### src/rtl/core/bpfr_pkg.sv
// Shared constants, codes and types of the byte pattern find and replace block.
`default_nettype none
package bpfr_pkg;

    localparam int PATTERN_MAX  = 64;
    localparam int REPLACE_MAX  = 256;
    localparam int WINDOW_DEPTH = (PATTERN_MAX > REPLACE_MAX) ? PATTERN_MAX : REPLACE_MAX;

    localparam int BYTE_W   = 8;
    localparam int ACTION_W = 2;
    localparam int SLOT_W   = 8;
    localparam int PLEN_W   = 7;
    localparam int RLEN_W   = 9;
    localparam int HITS_W   = 16;
    localparam int CNT_W    = $clog2(WINDOW_DEPTH + 1);
    localparam int CMP_W    = (CNT_W > RLEN_W) ? CNT_W : RLEN_W;
    localparam int PAT_IDX_W = (PATTERN_MAX > 1) ? $clog2(PATTERN_MAX) : 1;

    localparam int APB_DATA_W = 32;
    localparam int APB_ADDR_W = 3;
    localparam int REG_IDX_W  = 1;

    localparam logic [ACTION_W-1:0] ACT_LOAD_PAT = 2'd0;
    localparam logic [ACTION_W-1:0] ACT_LOAD_REP = 2'd1;
    localparam logic [ACTION_W-1:0] ACT_DATA     = 2'd2;
    localparam logic [ACTION_W-1:0] ACT_FLUSH    = 2'd3;

    localparam logic [REG_IDX_W-1:0] REG_PATTERN_LENGTH = 1'b0;
    localparam logic [REG_IDX_W-1:0] REG_REPLACE_LENGTH = 1'b1;

    typedef struct packed {
        logic [PLEN_W-1:0] pattern_length;
        logic [RLEN_W-1:0] replace_length;
    } t_cfg;

    typedef struct packed {
        logic              insert;
        logic              emit;
        logic              load_rep;
        logic              patch;
        logic [BYTE_W-1:0] value;
        logic [CNT_W-1:0]  slot;
        logic [CNT_W-1:0]  held;
        logic [CNT_W-1:0]  p;
        logic [CNT_W-1:0]  patch_len;
    } t_cell_ctl;

endpackage
`default_nettype wire

### src/rtl/core/bpfr_cfg.sv
// APB register file holding the pattern and replacement lengths.
`default_nettype none
module bpfr_cfg import bpfr_pkg::*; (
    input  logic                  i_clk,
    input  logic                  i_rst_n,
    input  logic                  psel,
    input  logic                  penable,
    input  logic                  pwrite,
    input  logic [APB_ADDR_W-1:0] paddr,
    input  logic [APB_DATA_W-1:0] pwdata,
    output logic [APB_DATA_W-1:0] prdata,
    output logic                  pready,
    output t_cfg                  o_cfg
);

    logic [PLEN_W-1:0]    r_pattern_length;
    logic [RLEN_W-1:0]    r_replace_length;
    logic [REG_IDX_W-1:0] reg_idx;
    logic                 wr_en;

    assign pready  = 1'b1;
    assign reg_idx = paddr[REG_IDX_W+1:2];
    assign wr_en   = psel && penable && pwrite && pready;

    always_ff @(posedge i_clk) begin
        if (!i_rst_n) begin
            r_pattern_length <= PLEN_W'(1);
            r_replace_length <= '0;
        end else if (wr_en) begin
            unique case (reg_idx)
                REG_PATTERN_LENGTH: r_pattern_length <= pwdata[PLEN_W-1:0];
                REG_REPLACE_LENGTH: r_replace_length <= pwdata[RLEN_W-1:0];
                default: ;
            endcase
        end
    end

    always_comb begin
        prdata = '0;
        unique case (reg_idx)
            REG_PATTERN_LENGTH: prdata = APB_DATA_W'(r_pattern_length);
            REG_REPLACE_LENGTH: prdata = APB_DATA_W'(r_replace_length);
            default: prdata = '0;
        endcase
    end

    assign o_cfg.pattern_length = r_pattern_length;
    assign o_cfg.replace_length = r_replace_length;

endmodule
`default_nettype wire

### config.mk
export PLATFORM = sky130hd
export DESIGN_NAME = bpfr_cfg
export DESIGN_NICKNAME = d
export VERILOG_FILES = /design/src/rtl/core/bpfr_pkg.sv /design/src/rtl/core/bpfr_cfg.sv
export SDC_FILE = /design/constraint.sdc
export NUM_CORES = 1
export LEC_CHECK = 0
export BUFFER_PORTS_ARGS = -buffer_cell sky130_fd_sc_hd__buf_4
export CORE_MARGIN = 5
export CORE_UTILIZATION = 39
export DETAILED_ROUTE_END_ITERATION = 8
export GPL_ROUTABILITY_DRIVEN = 0
export PLACE_DENSITY = 0.85
export SLEW_MARGIN = 40
export SYNTH_ARGS = -nofsm -noshare
export SYNTH_HDL_FRONTEND = slang
export SYNTH_SLANG_ARGS = --single-unit
### constraint.sdc
create_clock -name i_clk -period 2.36 [get_ports i_clk]
set_clock_uncertainty 0.05 [all_clocks]
set_input_delay 0.236 -clock i_clk [delete_from_list [all_inputs] [get_ports i_clk]]
set_output_delay 0.236 -clock i_clk [all_outputs]
set_load 0.02 [all_outputs]
==> out/qor.yml <==
status: "finished, final reports clean"
setup_viol: 0
fill_cells: 226
vias: 698
utilization_pct: 51.2
die_y_um: 59.3
crit_slowest_cell: "dfxtp_1"
place_worst_setup_slack_ns: 1.13
pwr-share-comb_pct: 20.1
fin_nets: 177
dp_hpwl_mm: 1.57
die_w_um: 59.3
finalHoldViolCount: 0
required_ns: 2.07
worst_slack_ns: 1.03
seq_area_frac_synth_pct: 33.8
path_cells: "mux2_2, buf_4"
grt_usage_pct: 10.8
pwr-share-clk_pct: 31.2
num_io_pins: 89
crit_fanout: 3
r2r-end: "r_pattern_length[2]"
synth-edff-count: 0
critPathBufInv: 1
switching_share_pct: 28.6
synth_cell_types: 12
drt_wl_total_mm: 2.00
syn_area_um2: 947
hold_class: "in -> reg"
cts_buffers: 3
fp.dieArea_um2: 3510
yosys-top-cells-count: "buf_4, nand2_1, dfxtp_1, mux2i_1, mux2_2"
max_freq_mhz: 752
cts_tree: "yes"
clk_pin_slew_ns: 0.09
grt_first_pass_wirelength_mm: 2.85
worstSetupEndpointType: "output pin"
finalCritPeriodShare_pct: 56.3
switchingPower_uw: 164
clockBufferDepth: 2
p_int_uw: 410
synth.avg_cell_area_um2: 9.38
place_area_um2: 1130
cp-start-kind: "flip-flop"
synth_ff_type: "dfxtp_1"
clock-root-buffer: "clkbuf_4"
cp_top_family: "flip-flops"
grt_max_degree: 27
antenna_found_initial: 0
io_buffers: 39
cpPeakStageDelay_ns: 0.34
ir_worst_vdd_mv: 0.259
h-tree-depth: 1
first_global_vias: 638
postCtsSetupBuffers: 0
reg2regPathDepth: 2
ant_nets: 0
drv_slew: 0
synthArstFlopShare_pct: 0
initial_core_util_pct: 41.6
postCtsHoldBufs: 0
finalSetupTns_ns: 0
synthTopCellsByArea: "dfxtp_1, buf_4, mux2i_1"
synth_top_cell_by_area: "dfxtp_1"
num_antenna_cells: 0
r2r_slack_ns: 1.67
cts.sinks: 16
p_total_uw: 575
layout-drive-gt1-share_pct: 39.7
route.detailed.drc: 0
period_needed_ns: 1.33
power.density_nw_per_um2: 493
crit_end: "prdata[2]"
power_frac_seq_pct: 48.7
synthCells: 101
fin_area_um2: 1160
ys_seq_elements: 16
grt_overflow: 0
wl_per_cell_um: 12.2
clock_latency_ns: 0.28
drv_cap: 0
first_iter_violations: 11
fp-row-count: 17
cts.repair.resized: 0
r2r-start: "r_pattern_length[2]"
arrival_ns: 1.04
synth_top_area_share_pct: 33.8
path_depth: 2
yosysWarnings: 0
rsz0062_at_grt: "no"
coreArea_um2: 2280
p_leak_nw: 0.615
syn_to_final_growth_pct: 23.0
cp-startpoint: "r_replace_length[2]"
critPathKind: "reg -> out"
first_pass_iters: 3
avgViaCountPerCell: 4.26
sequential cells by signal, summed over array words and instances, names as in the netlist:
signal	count
r_replace_length	9
r_pattern_length	7
metal layers:
layer | global-route usage (%) | vias to the layer above | wire length [µm]
met5 | 0 | - | 0
met4 | 5.83 | 0 | 25
met3 | 2.83 | 4 | 244
met2 | 19.0 | 41 | 958
met1 | 11.6 | 307 | 767
li1 | - | 346 | -
placed cells by master (no fill, tap or decap), drive strengths merged:
cell type,synthesis,routed
dfxtp,16,16
and4,1,1
clkbuf,0,4
mux2i,16,16
and2,2,2
mux2,7,7
nand2,24,24
nand4b,1,1
nor2b,2,2
buf,30,39
conb,2,24
power by group through the flow:
stage | registers, mW | logic (mW) | clock network [mW]
after floorplan | 0.293 | 0.103 | 0
after global placement | 0.286 | 0.113 | 0
after detailed placement | 0.286 | 0.115 | 0
after CTS | 0.280 | 0.115 | 0.185
after global routing | 0.281 | 0.125 | 0.196
final | 0.280 | 0.116 | 0.179
tightest hold or removal path: stages:
cell and delay [ns]:
buf_4 0.11, nand2_1 0.05, mux2i_1 0.06
through the flow:
step | hold slack (ns) | instances
6_report | 0.156 | 164
5_1_grt | 0.161 | 164
4_1_cts | 0.146 | 164
3_5_place_dp | 0.413 | 160
3_3_place_gp | 0.403 | 160
2_1_floorplan | 0.328 | 123
kinds of logic (layout without fill, tap and decap cells):
group	count (synthesis)	after routing	synth area share, %
buf+inv	30	43	24.2
mux	23	23	25.2
simple gates	30	30	16.0
flops	16	16	33.8
other cells	2	24	0.793
worst min-delay path by stage:
stage,from,to,slack (ns),cells after the start
after CTS,pwdata[7],r_replace_length[7],0.15,3
after detailed placement,r_replace_length[5],r_replace_length[5],0.41,2
after global routing,pwdata[7],r_replace_length[7],0.16,3
after global placement,r_replace_length[7],r_replace_length[7],0.40,2
after floorplan,pwdata[0],r_replace_length[0],0.33,2
final,pwdata[7],r_replace_length[7],0.16,3
final cells by class:
type	count	area, µm²	area share, %
Tap cell	28	35.0	3.01
Clock buffer	4	36.3	3.11
Sequential cell	16	320	27.5
Multi-Input combinational cell	77	480	41.2
Timing Repair Buffer	39	293	25.1
Power figures use the tool's default switching activity.
