$ cat src/rtl/core/bpfr_pkg.sv
// Shared constants, codes and types of the byte pattern find and replace block.
`default_nettype none
package bpfr_pkg;

    localparam int PATTERN_MAX  = 64;
    localparam int REPLACE_MAX  = 256;
    localparam int WINDOW_DEPTH = (PATTERN_MAX > REPLACE_MAX) ? PATTERN_MAX : REPLACE_MAX;

    localparam int BYTE_W   = 8;
    localparam int ACTION_W = 2;
    localparam int SLOT_W   = 8;
    localparam int PLEN_W   = 7;
    localparam int RLEN_W   = 9;
    localparam int HITS_W   = 16;
    localparam int CNT_W    = $clog2(WINDOW_DEPTH + 1);
    localparam int CMP_W    = (CNT_W > RLEN_W) ? CNT_W : RLEN_W;
    localparam int PAT_IDX_W = (PATTERN_MAX > 1) ? $clog2(PATTERN_MAX) : 1;

    localparam int APB_DATA_W = 32;
    localparam int APB_ADDR_W = 3;
    localparam int REG_IDX_W  = 1;

    localparam logic [ACTION_W-1:0] ACT_LOAD_PAT = 2'd0;
    localparam logic [ACTION_W-1:0] ACT_LOAD_REP = 2'd1;
    localparam logic [ACTION_W-1:0] ACT_DATA     = 2'd2;
    localparam logic [ACTION_W-1:0] ACT_FLUSH    = 2'd3;

    localparam logic [REG_IDX_W-1:0] REG_PATTERN_LENGTH = 1'b0;
    localparam logic [REG_IDX_W-1:0] REG_REPLACE_LENGTH = 1'b1;

    typedef struct packed {
        logic [PLEN_W-1:0] pattern_length;
        logic [RLEN_W-1:0] replace_length;
    } t_cfg;

    typedef struct packed {
        logic              insert;
        logic              emit;
        logic              load_rep;
        logic              patch;
        logic [BYTE_W-1:0] value;
        logic [CNT_W-1:0]  slot;
        logic [CNT_W-1:0]  held;
        logic [CNT_W-1:0]  p;
        logic [CNT_W-1:0]  patch_len;
    } t_cell_ctl;

endpackage
`default_nettype wire

$ cat src/rtl/core/bpfr_cell.sv
// One window cell: a held byte, its replacement byte, compare and patch logic.
`default_nettype none
module bpfr_cell import bpfr_pkg::*; (
    input  logic              i_clk,
    input  logic [CNT_W-1:0]  i_index,
    input  t_cell_ctl         i_ctl,
    input  logic [BYTE_W-1:0] i_pat,
    input  logic [BYTE_W-1:0] i_next,
    output logic [BYTE_W-1:0] o_byte,
    output logic              o_eq
);

    logic [BYTE_W-1:0] r_win;
    logic [BYTE_W-1:0] n_win;
    logic [BYTE_W-1:0] r_rep;
    logic [BYTE_W-1:0] cur;
    logic              ins;
    logic              patch;

    assign ins    = i_ctl.insert && (i_index == i_ctl.held);
    assign cur    = ins ? i_ctl.value : r_win;
    assign o_eq   = (i_index >= i_ctl.p) || (cur == i_pat);
    assign patch  = i_ctl.patch && (i_index < i_ctl.patch_len);
    assign o_byte = patch ? r_rep : cur;

    always_comb begin
        n_win = r_win;
        if (i_ctl.emit) begin
            n_win = i_next;
        end else if (ins) begin
            n_win = i_ctl.value;
        end
    end

    always_ff @(posedge i_clk) begin
        r_win <= n_win;
        if (i_ctl.load_rep && (i_ctl.slot == i_index)) begin
            r_rep <= i_ctl.value;
        end
    end

endmodule
`default_nettype wire

$ cat config.mk
export PLATFORM = sky130hd
export DESIGN_NAME = bpfr_cell
export DESIGN_NICKNAME = d
export VERILOG_FILES = /design/src/rtl/core/bpfr_pkg.sv /design/src/rtl/core/bpfr_cell.sv
export SDC_FILE = /design/constraint.sdc
export NUM_CORES = 1
export LEC_CHECK = 0
export BUFFER_PORTS_ARGS = -buffer_cell sky130_fd_sc_hd__buf_2
export CAP_MARGIN = 20
export CORE_MARGIN = 10
export CORE_UTILIZATION = 45
export DETAILED_ROUTE_END_ITERATION = 6
export GPL_TIMING_DRIVEN = 0
export MAX_ROUTING_LAYER = met4
export PLACE_DENSITY_LB_ADDON = 0.15
export SETUP_SLACK_MARGIN = 0.02
export SLEW_MARGIN = 25
export SYNTH_ARGS = -nofsm -noshare
export SYNTH_HDL_FRONTEND = slang
export SYNTH_SLANG_ARGS = --single-unit
export TNS_END_PERCENT = 20
$ cat constraint.sdc
create_clock -name i_clk -period 2.1 [get_ports i_clk]
set_input_delay 0.105 -clock i_clk [delete_from_list [all_inputs] [get_ports i_clk]]
set_output_delay 0.105 -clock i_clk [all_outputs]
set_load 0.01 [all_outputs]
==> out/results.txt, run 1 <==
Synth Register Bits: 16
met1 Resource Use GR: 17.4%
DP Worst Slack: -46.3 ps
cell taking the most area after synthesis: mux2_2
final period utilization: 92.9%
Syn Area/Cell: 10.2 µm²
CP Capture Type: output pin
Netlist cell types: 29
Final ANT Viol Nets: 0
first-pass GRT wire length: 6670 µm
clock-pin transition on the worst setup and hold timing paths: 90 ps
slowest CP cell: mux2_2
GP Congestion: 0.793
Final Hold Viols: 0
Tot Pwr: 842 µW
Rows: 20
outcome: finished, final reports clean
Post-Synth XOR/XNOR Area: 17.7%
CTS Buf Count: 3
final worst setup slack: 150 ps
DIE WIDTH: 77.4 µm
Synth Net Count: 236
ant diodes: 0
yosys warns: 0
RSZ-0062 raised after global routing: no
die area: 0.00599 mm²
CTS H-tree depth: 1
Nets: 324
gr ovfl total: 0
Max Buffers Root-to-Sink: 2
Worst slew margin: 54.2%
sequential share of the synthesized area: 27.0%
Buffers on Ports: 81
CP peak stage delay: 350 ps
Design Area, Final: 0.00199 mm²
Core Area: 0.00310 mm²
placed inst area: 0.00195 mm²
post-synthesis cell count: 145
drt drc: 0
layer with the highest usage: met2
EDFF count, synth: 8
Async SR Flop Fraction: 0%
Worst setup SP type: primary input
per-cell routed wire length: 14.4 µm
critical path class: in -> out
critical path required time: 2000 ps
most frequent cells after synthesis: 26 x xnor2_1, 22 x mux2_2, 19 x inv_1
CTS tree: built
root buffer selected by CTS: clkbuf_4
clk_skew: 0 ps
initial antenna violation count: 0
met2 Use GR: 21.7%
VDD IR max: 0.000396 V
Filler Cells Inserted: 301
layout cell share with drive strength beyond 1: 49.4%
mux cell area share after synthesis: 19.4%
fmax: 0.513 GHz
Core Util, Final: 64.1%
initial DRC count: 30
Ports: 83
leakage power: 0.000962 µW
CP Max Fanout: 4
Worst-Skew Late Latency: 270 ps
Synth area leaders: mux2_2 17%, edfxtp_1 16%, xnor2_1 15%
Synth Cell Area: 0.00148 mm²
DRT Wirelength: 3970 µm
P per Cell Area: 424 mW/mm²
Post-DP HPWL: 3540 µm
Final setup viols: 0
Sink Count: 16
chip height: 77.4 µm
vias in the first global route: 1425
vias per cell: 4.73
HP Class: in -> reg
# hold bufs at CTS: 0
critical path, cell by cell: buf_2 > xnor2_1 > nand4_1 > nor3_4 > buf_4 > mux2_2 > mux2_2 > buf_2
Simple-Gate Fraction of Synth Area: 7.77%
DR pass1 iterations: 2
Initial Util: 47.7%
Synth Area in Compound Gates: 8.61%
Most used DFF post-synth: edfxtp_1
WP buf/inv: 3
Via Count: 1301
CP top delay family: multiplexers
max_cap viols: 0
largest net degree at the start of global routing: 10
Synth Area in Adders: 14.4%
fin. max-slew vios: 0
WHS: 23.8 ps
Area Growth Syn to Fin: 34.2%
crit path DAT: 1840 ps
top cell type's share of synthesized area: 16.7%
Tightest Pin Transition: 683 ps
fin crit period: 1950 ps
count leader, synth: xnor2_1
Total GRT Usage: 13.6%
combinational family with the most area after synthesis: multiplexers
GR Util met3: 4.03%
registers in the layout (all words and copies together), names as in the netlist:
signal  count
r_rep       8
r_win       8
cells in the final DEF, fill, tap and decap left out, types with 2 or more instances in the layout:
| master | count |
|---|---|
| mux2_2 | 22 |
| dfxtp_1 | 8 |
| xnor2_1 | 26 |
| inv_1 | 19 |
| nor4_1 | 2 |
| clkbuf_4 | 3 |
| mux2_4 | 2 |
| a21oi_1 | 2 |
| nand2_1 | 3 |
| a211oi_1 | 3 |
| nand4_1 | 5 |
| buf_2 | 81 |
| o221ai_1 | 2 |
| nand2b_1 | 2 |
| ha_1 | 17 |
| edfxtp_1 | 8 |
| nand3_1 | 2 |
| o21ai_0 | 5 |
| a21o_1 | 2 |
| xor2_1 | 4 |
| buf_4 | 2 |
worst reg2reg max path, stage by stage, from the launching register on:
cell,delay (ps)
dfxtp_1,320
mux2_4,280
mux2_2,270
per-layer routing:
metal	share of wire, %	vias up
li1	-	691
met1	46	568
met2	48	42
met3	5.5	0
met4	0	0
met5	0	-
stage by stage:
step                TNS (ps)  instances
finish                     0        275
CTS                        0        273
global route               0        275
global placement        -533        270
detailed placement      -342        270
floorplan                  0        145
final cells by class:
cell class                 count  area (µm²)  area share [%]
multi-input combinational    109        1010            51.0
timing repair buffer          83         420            21.1
sequential                    16         400            20.1
inverter                      19        71.3            3.59
tap                           44        55.1            2.77
clock buffer                   3        22.5            1.13
buffer                         1        3.75           0.189
where the power goes:
part           internal, µW  total [µW]  switching (µW)
registers               344         353            9.34
clock network          66.5         157            90.8
logic                   183         332             148
total                   594         842             248
worst paths after layout:
| kind | startpoint | to | slack [ps] | depth (start not counted) |
|---|---|---|---|---|
| hold reg to reg | r_win[2] | r_win[2] | 660 | 2 |
| setup reg to reg | r_win[1] | r_win[1] | 1120 | 2 |
| hold / removal | i_ctl[40] | r_rep[4] | 20 | 1 |
| setup / recovery | i_index[6] | o_byte[0] | 150 | 8 |
kinds of logic after synthesis:
| logic type | Yosys count |
|---|---|
| xor gates and xnor gates | 30 |
| muxes | 25 |
| buffers and inverters | 20 |
| and+or+nand+nor | 19 |
| AOI/OAI and AO/OA | 18 |
| adders and majority gates | 17 |
| DFF | 16 |
repair_timing:
item,in CTS,in global routing
setup endpoints to repair,9,1
buffers inserted,0,2
gates resized for setup,1,0
pin swaps,1,1
Power figures use the tool's default switching activity.
==> inputs of run 2 (changes only) <==
--- a/config.mk
+++ b/config.mk
@@ -7,12 +7,12 @@
 export LEC_CHECK = 0
 export BUFFER_PORTS_ARGS = -buffer_cell sky130_fd_sc_hd__buf_2
 export CAP_MARGIN = 20
-export CORE_MARGIN = 10
 export CORE_UTILIZATION = 45
 export DETAILED_ROUTE_END_ITERATION = 6
 export GPL_TIMING_DRIVEN = 0
 export MAX_ROUTING_LAYER = met4
 export PLACE_DENSITY_LB_ADDON = 0.15
+export RECOVER_POWER = 25
 export SETUP_SLACK_MARGIN = 0.02
 export SLEW_MARGIN = 25
 export SYNTH_ARGS = -nofsm -noshare
==> run 2 against run 1 <==
Setup slack worse by 9.0 ps. Critical endpoint is now o_eq. Sequential share of layout area up 0.051 points. Largest cell class unchanged. Global-route usage up 8.1 points. Total power up 0.62%. Sequential power about the same. Wire length down 11%. Combinational power about the same. Final cell count down 0.36%. Design area down 0.25%. Register-to-register slack about the same. Utilization up 0.36 points.
==> out/results.txt, run 2 (synthesis results as in run 1) <==
Final Hold Viols: 0 (unchanged)
per-cell routed wire length: 12.9 µm (-11%)
biggest regs: r_rep (8), r_win (8)
Worst setup SP type: primary input
Post-DP HPWL: 3010 µm (-15%)
Total GRT Usage: 21.7% (+8.1 points)
Final setup viols: 0 (unchanged)
DRT Wirelength: 3530 µm (-11%)
Worst-Skew Late Latency: 290 ps (+20 ps)
WHS: 33.9 ps (+10.1 ps)
Final ANT Viol Nets: 0 (unchanged)
CTS H-tree depth: 1 (unchanged)
Internal Power: 593 µW (-0.19%)
crit path DAT: 1850 ps (about the same)
Logic pwr share: 39.2% (-0.2 points)
commonest non-fill, non-tap cell in the layout: buf_2
CTS tree: built
placed inst area: 0.00195 mm² (unchanged)
RSZ-0062 raised after global routing: no
Worst slew margin: 50.2% (-4.0 points)
gr ovfl total: 0 (unchanged)
CP Max Fanout: 9 (+5)
initial DRC count: 21 (-30%)
first-pass GRT wire length: 5480 µm (-18%)
die area: 0.00353 mm² (-41%)
fmax: 0.510 GHz (-0.46%)
fin. max-slew vios: 0 (unchanged)
leakage power: 0.000936 µW (-2.6%)
CTS Buf Count: 3 (unchanged)
Via Count: 1360 (+4.5%)
Core Area: 0.00308 mm² (-0.81%)
critical path required time: 2000 ps (about the same)
Rows: 20 (unchanged)
switching power: 255 µW (+2.5%)
CP Capture Type: output pin
critical path class: in -> out
DR pass1 iterations: 4 (+2)
clk_skew: 0 ps (unchanged)
clock-pin transition on the worst setup and hold timing paths: 90 ps (about the same)
outcome: finished, final reports clean
Sw Ratio: 30.1% (+0.57 points)
Initial Util: 48.1% (+0.39 points)
Filler Cells Inserted: 287 (-4.7%)
Ports: 83 (unchanged)
layout cell share with drive strength beyond 1: 45.7% (-3.7 points)
max_cap viols: 0 (unchanged)
Max Buffers Root-to-Sink: 2 (unchanged)
fin crit period: 1960 ps (+8.96 ps)
Clk network pwr share: 19.1% (+0.4 points)
CP Capture Point: o_eq
worst reg2reg setup slack: 1120 ps (about the same)
initial antenna violation count: 0 (unchanged)
Area Growth Syn to Fin: 33.9%
chip height: 59.4 µm (-23%)
vias in the first global route: 1319 (-7.4%)
largest net degree at the start of global routing: 10 (unchanged)
root buffer selected by CTS: clkbuf_4
reg2reg end: r_win[1]
P per Cell Area: 427 mW/mm² (+0.87%)
Nets: 323 (-0.31%)
leading cell types in the layout, fill and taps excluded: 73 x buf_2, 26 x xnor2_1, 22 x mux2_2
VDD IR max: 0.000333 V (-16%)
drt drc: 0 (unchanged)
worst r2r src: r_win[1]
Tightest Pin Transition: 743 ps (+59.6 ps)
FF-to-FF path depth: 2 (unchanged)
crit path launch: i_index[2]
# hold bufs at CTS: 0 (unchanged)
Buffers on Ports: 81 (unchanged)
Sink Count: 16 (unchanged)
ant diodes: 0 (unchanged)
GP Congestion: 0.861 (+8.6%)
Reg power frac: 41.7% (-0.2 points)
DIE WIDTH: 59.4 µm (-23%)
vias per cell: 4.96 (+4.9%)
HP Class: in -> reg
final period utilization: 93.3% (+0.43 points)
Design Area, Final: 0.00198 mm² (-0.25%)
==> run 2: per-layer routing <==
layer  up-vias  global-route usage [%]  routed length [µm]
met2        48                    37.6                1750
li1        691                       -                   -
met5         -                       -                   0
met1       614                    24.3                1480
met4         0                    8.84                  64
met3         7                    4.37                 230
==> run 2: how the worst min path moves through the flow <==
stage               cells after the start  slack [ps]  startpoint       end
floorplan                               0         200   i_ctl[36]  r_rep[0]
global placement                        1         320   i_ctl[37]  r_rep[1]
detailed placement                      1         330   i_ctl[37]  r_rep[1]
CTS                                     1          10   i_ctl[37]  r_rep[1]
global route                            2          30   i_next[6]  r_win[6]
finish                                  2          30   i_next[3]  r_win[3]
==> run 2: stage by stage <==
stage	utilization [%]	power [µW]	instances	TNS (ps)	setup slack, ps
after floorplan	-	553	145	0	468
after global placement	63.1	681	270	-243	-45.3
after detailed placement	63.3	694	270	-264	-51.2
after CTS	64.1	860	273	-22.6	-22.6
after global routing	64.4	897	274	0	38.9
final	64.4	847	274	0	141
==> run 2: timing repair <==
| action | 4_1_cts | 5_1_grt |
|---|---|---|
| buffers inserted | 0 | 1 |
| gates resized for setup | 1 | 0 |
| setup endpoints to repair | 9 | 9 |
| hold endpoints to repair | 0 | 0 |
| pin swaps | 0 | 1 |
==> run 2: area by class of cell <==
class                      instances  area, µm²  area share, %
timing repair buffer              82        415           20.9
buffer                             1       3.75          0.189
clock buffer                       3       22.5           1.14
multi-input combinational        109       1010           51.2
tap                               44       55.1           2.78
inverter                          19       71.3           3.60
sequential                        16        400           20.2
==> run 2: power by group through the flow <==
| stage | clock network, µW | registers, µW | logic (µW) |
|---|---|---|---|
| 2_1_floorplan | 0 | 359 | 194 |
| 3_3_place_gp | 0 | 360 | 321 |
| 3_5_place_dp | 0 | 361 | 333 |
| 4_1_cts | 169 | 354 | 337 |
| 5_1_grt | 175 | 355 | 367 |
| 6_report | 162 | 354 | 332 |
==> run 2: worst max-delay path, stage by stage <==
cell	delay [ps]
buf_2	140
xnor2_1	150
nand4_1	170
nor3_4	250
buf_12	160
mux2_4	310
a221oi_2	310
or3_1	140
buf_2	120
==> inputs of run 3 (changes only) <==
--- a/config.mk
+++ b/config.mk
@@ -9,7 +9,6 @@
 export CAP_MARGIN = 20
 export CORE_UTILIZATION = 45
 export DETAILED_ROUTE_END_ITERATION = 6
-export GPL_TIMING_DRIVEN = 0
 export MAX_ROUTING_LAYER = met4
 export PLACE_DENSITY_LB_ADDON = 0.15
 export RECOVER_POWER = 25
==> run 3 against run 2 <==
Critical path depth rose by 1. Setup slack got worse by 22 ps. First-iteration DRC count rose by 43%. Combinational power rose by 3%. Register-to-register slack got worse by 110 ps. Clock skew did not move. Critical path type unchanged. Largest cell class unchanged.
==> out/results.txt, run 3 (synthesis results as in run 1) <==
Design Area, Final: 0.00206 mm² (+4.1%)
Core Area: 0.00308 mm² (unchanged)
Rows: 20 (unchanged)
placed inst area: 0.00198 mm² (+1.7%)
largest net degree at the start of global routing: 10 (unchanged)
Buffers on Ports: 82 (+1.2%)
crit path DAT: 1880 ps (+30 ps)
DP Worst Slack: 8.50 ps (+59.7 ps)
root buffer selected by CTS: clkbuf_4
RSZ-0062 raised after global routing: no
clock-pin transition on the worst setup and hold timing paths: 90 ps (about the same)
die area: 0.00353 mm² (unchanged)
final period utilization: 94.3% (+1.0 points)
Final Hold Viols: 0 (unchanged)
Worst setup SP type: primary input
gr ovfl total: 0 (unchanged)
outcome: finished, final reports clean
leakage power: 0.00100 µW (+7.0%)
critical path class: in -> out
Via Count: 1387 (+2.0%)
Max Buffers Root-to-Sink: 2 (unchanged)
VDD IR max: 0.000335 V (+0.37%)
chip height: 59.4 µm (unchanged)
vias in the first global route: 1350 (+2.4%)
ant diodes: 0 (unchanged)
CTS H-tree depth: 1 (unchanged)
FF-to-FF path depth: 3 (+1)
clk_skew: 0 ps (unchanged)
leading cell types in the layout, fill and taps excluded: 74 x buf_2, 24 x xnor2_1, 22 x mux2_2
fin. max-slew vios: 0 (unchanged)
initial DRC count: 30 (+43%)
Ports: 83 (unchanged)
Nets: 333 (+3.1%)
Final ANT Viol Nets: 0 (unchanged)
per-cell routed wire length: 13.0 µm (+0.64%)
DRT Wirelength: 3680 µm (+4.3%)
first-pass GRT wire length: 5570 µm (+1.6%)
layout cell share with drive strength beyond 1: 48.8% (+3.1 points)
GP Congestion: 0.814 (-5.5%)
DIE WIDTH: 59.4 µm (unchanged)
DR pass1 iterations: 4 (unchanged)
Total GRT Usage: 21.8% (+0.084 points)
vias per cell: 4.88 (-1.6%)
commonest non-fill, non-tap cell in the layout: buf_2
Filler Cells Inserted: 259 (-9.8%)
Final setup viols: 0 (unchanged)
final worst setup slack: 119 ps (-21.8 ps)
CTS Buf Count: 3 (unchanged)
Sink Count: 16 (unchanged)
setup TNS: 0 ps (unchanged)
Worst-Skew Late Latency: 280 ps (about the same)
CTS tree: built
Post-DP HPWL: 3010 µm (-0.29%)
Area Growth Syn to Fin: 39.4%
Initial Util: 48.1% (unchanged)
CP Max Fanout: 5 (-4)
Tightest Pin Transition: 484 ps (-259 ps)
HP Class: in -> reg
biggest regs: r_rep (8), r_win (8)
initial antenna violation count: 0 (unchanged)
fin crit period: 1980 ps (+21.8 ps)
hold path depth: 2 (unchanged)
fmax: 0.505 GHz (-1.1%)
CP Capture Type: output pin
Worst slew margin: 67.8% (+18 points)
max_cap viols: 0 (unchanged)
critical path required time: 2000 ps (about the same)
P per Cell Area: 414 mW/mm² (-3.1%)
drt drc: 0 (unchanged)
run 3: cell types whose count changed in the layout (fill, tap and decap cells not counted), sizes merged:
| cell | change |
|---|---|
| buf | +10 |
run 3: critical path, cell delays in order:
cell and delay [ps]:
buf_2 110, buf_4 150, xnor2_2 120, nand4_1 160
nor3_4 240, buf_6 160, mux2_4 310, buf_4 140
mux2_2 250, buf_2 140
run 3: area by class of cell:
| cell class | instances | area, µm² | area share [%] |
|---|---|---|---|
| inverter | 19 | 71.3 | 3.45 |
| tap | 44 | 55.1 | 2.67 |
| sequential | 16 | 400 | 19.4 |
| clock buffer | 3 | 22.5 | 1.09 |
| multi-input combinational | 109 | 1020 | 49.6 |
| timing repair buffer | 93 | 490 | 23.8 |
run 3: path summary, 6_finish.rpt:
check             start  slack (ps)        end
min           i_next[3]          40   r_win[3]
max          i_index[8]         120  o_byte[4]
min reg2reg    r_win[7]         660   r_win[7]
max reg2reg    r_win[4]        1010   r_win[4]
run 3: report_power, final:
| part | internal [µW] | switching, µW |
|---|---|---|
| sequential | 344 | 10.1 |
| combinational | 190 | 152 |
| clock | 66.7 | 92.5 |
run 3: what timing repair did:
action | 4_1_cts | 5_1_grt
pin swaps | 0 | 5
setup endpoints to repair | 8 | 1
setup buffers | 0 | 6
gates cloned | 0 | 1
resized for setup | 1 | 5
hold buffers | 0 | 0
run 3: through the flow:
stage / std cells / hold WS, ps / total power [µW] / utilization (%)
2_1_floorplan: 145 / 204 / 553 / -
3_3_place_gp: 275 / 320 / 687 / 64.3
3_5_place_dp: 275 / 324 / 698 / 64.3
4_1_cts: 278 / 21.8 / 858 / 65.2
5_1_grt: 284 / 32.4 / 914 / 67.1
6_report: 284 / 43.1 / 855 / 67.1
run 3: metal layers:
| metal | up-vias | part of all wire, % | global-route usage, % |
|---|---|---|---|
| met5 | - | 0 | - |
| met4 | 0 | 0.90 | 4.76 |
| met3 | 4 | 5.1 | 5.02 |
| met2 | 46 | 50 | 37.9 |
| met1 | 622 | 44 | 25.4 |
| li1 | 715 | - | - |
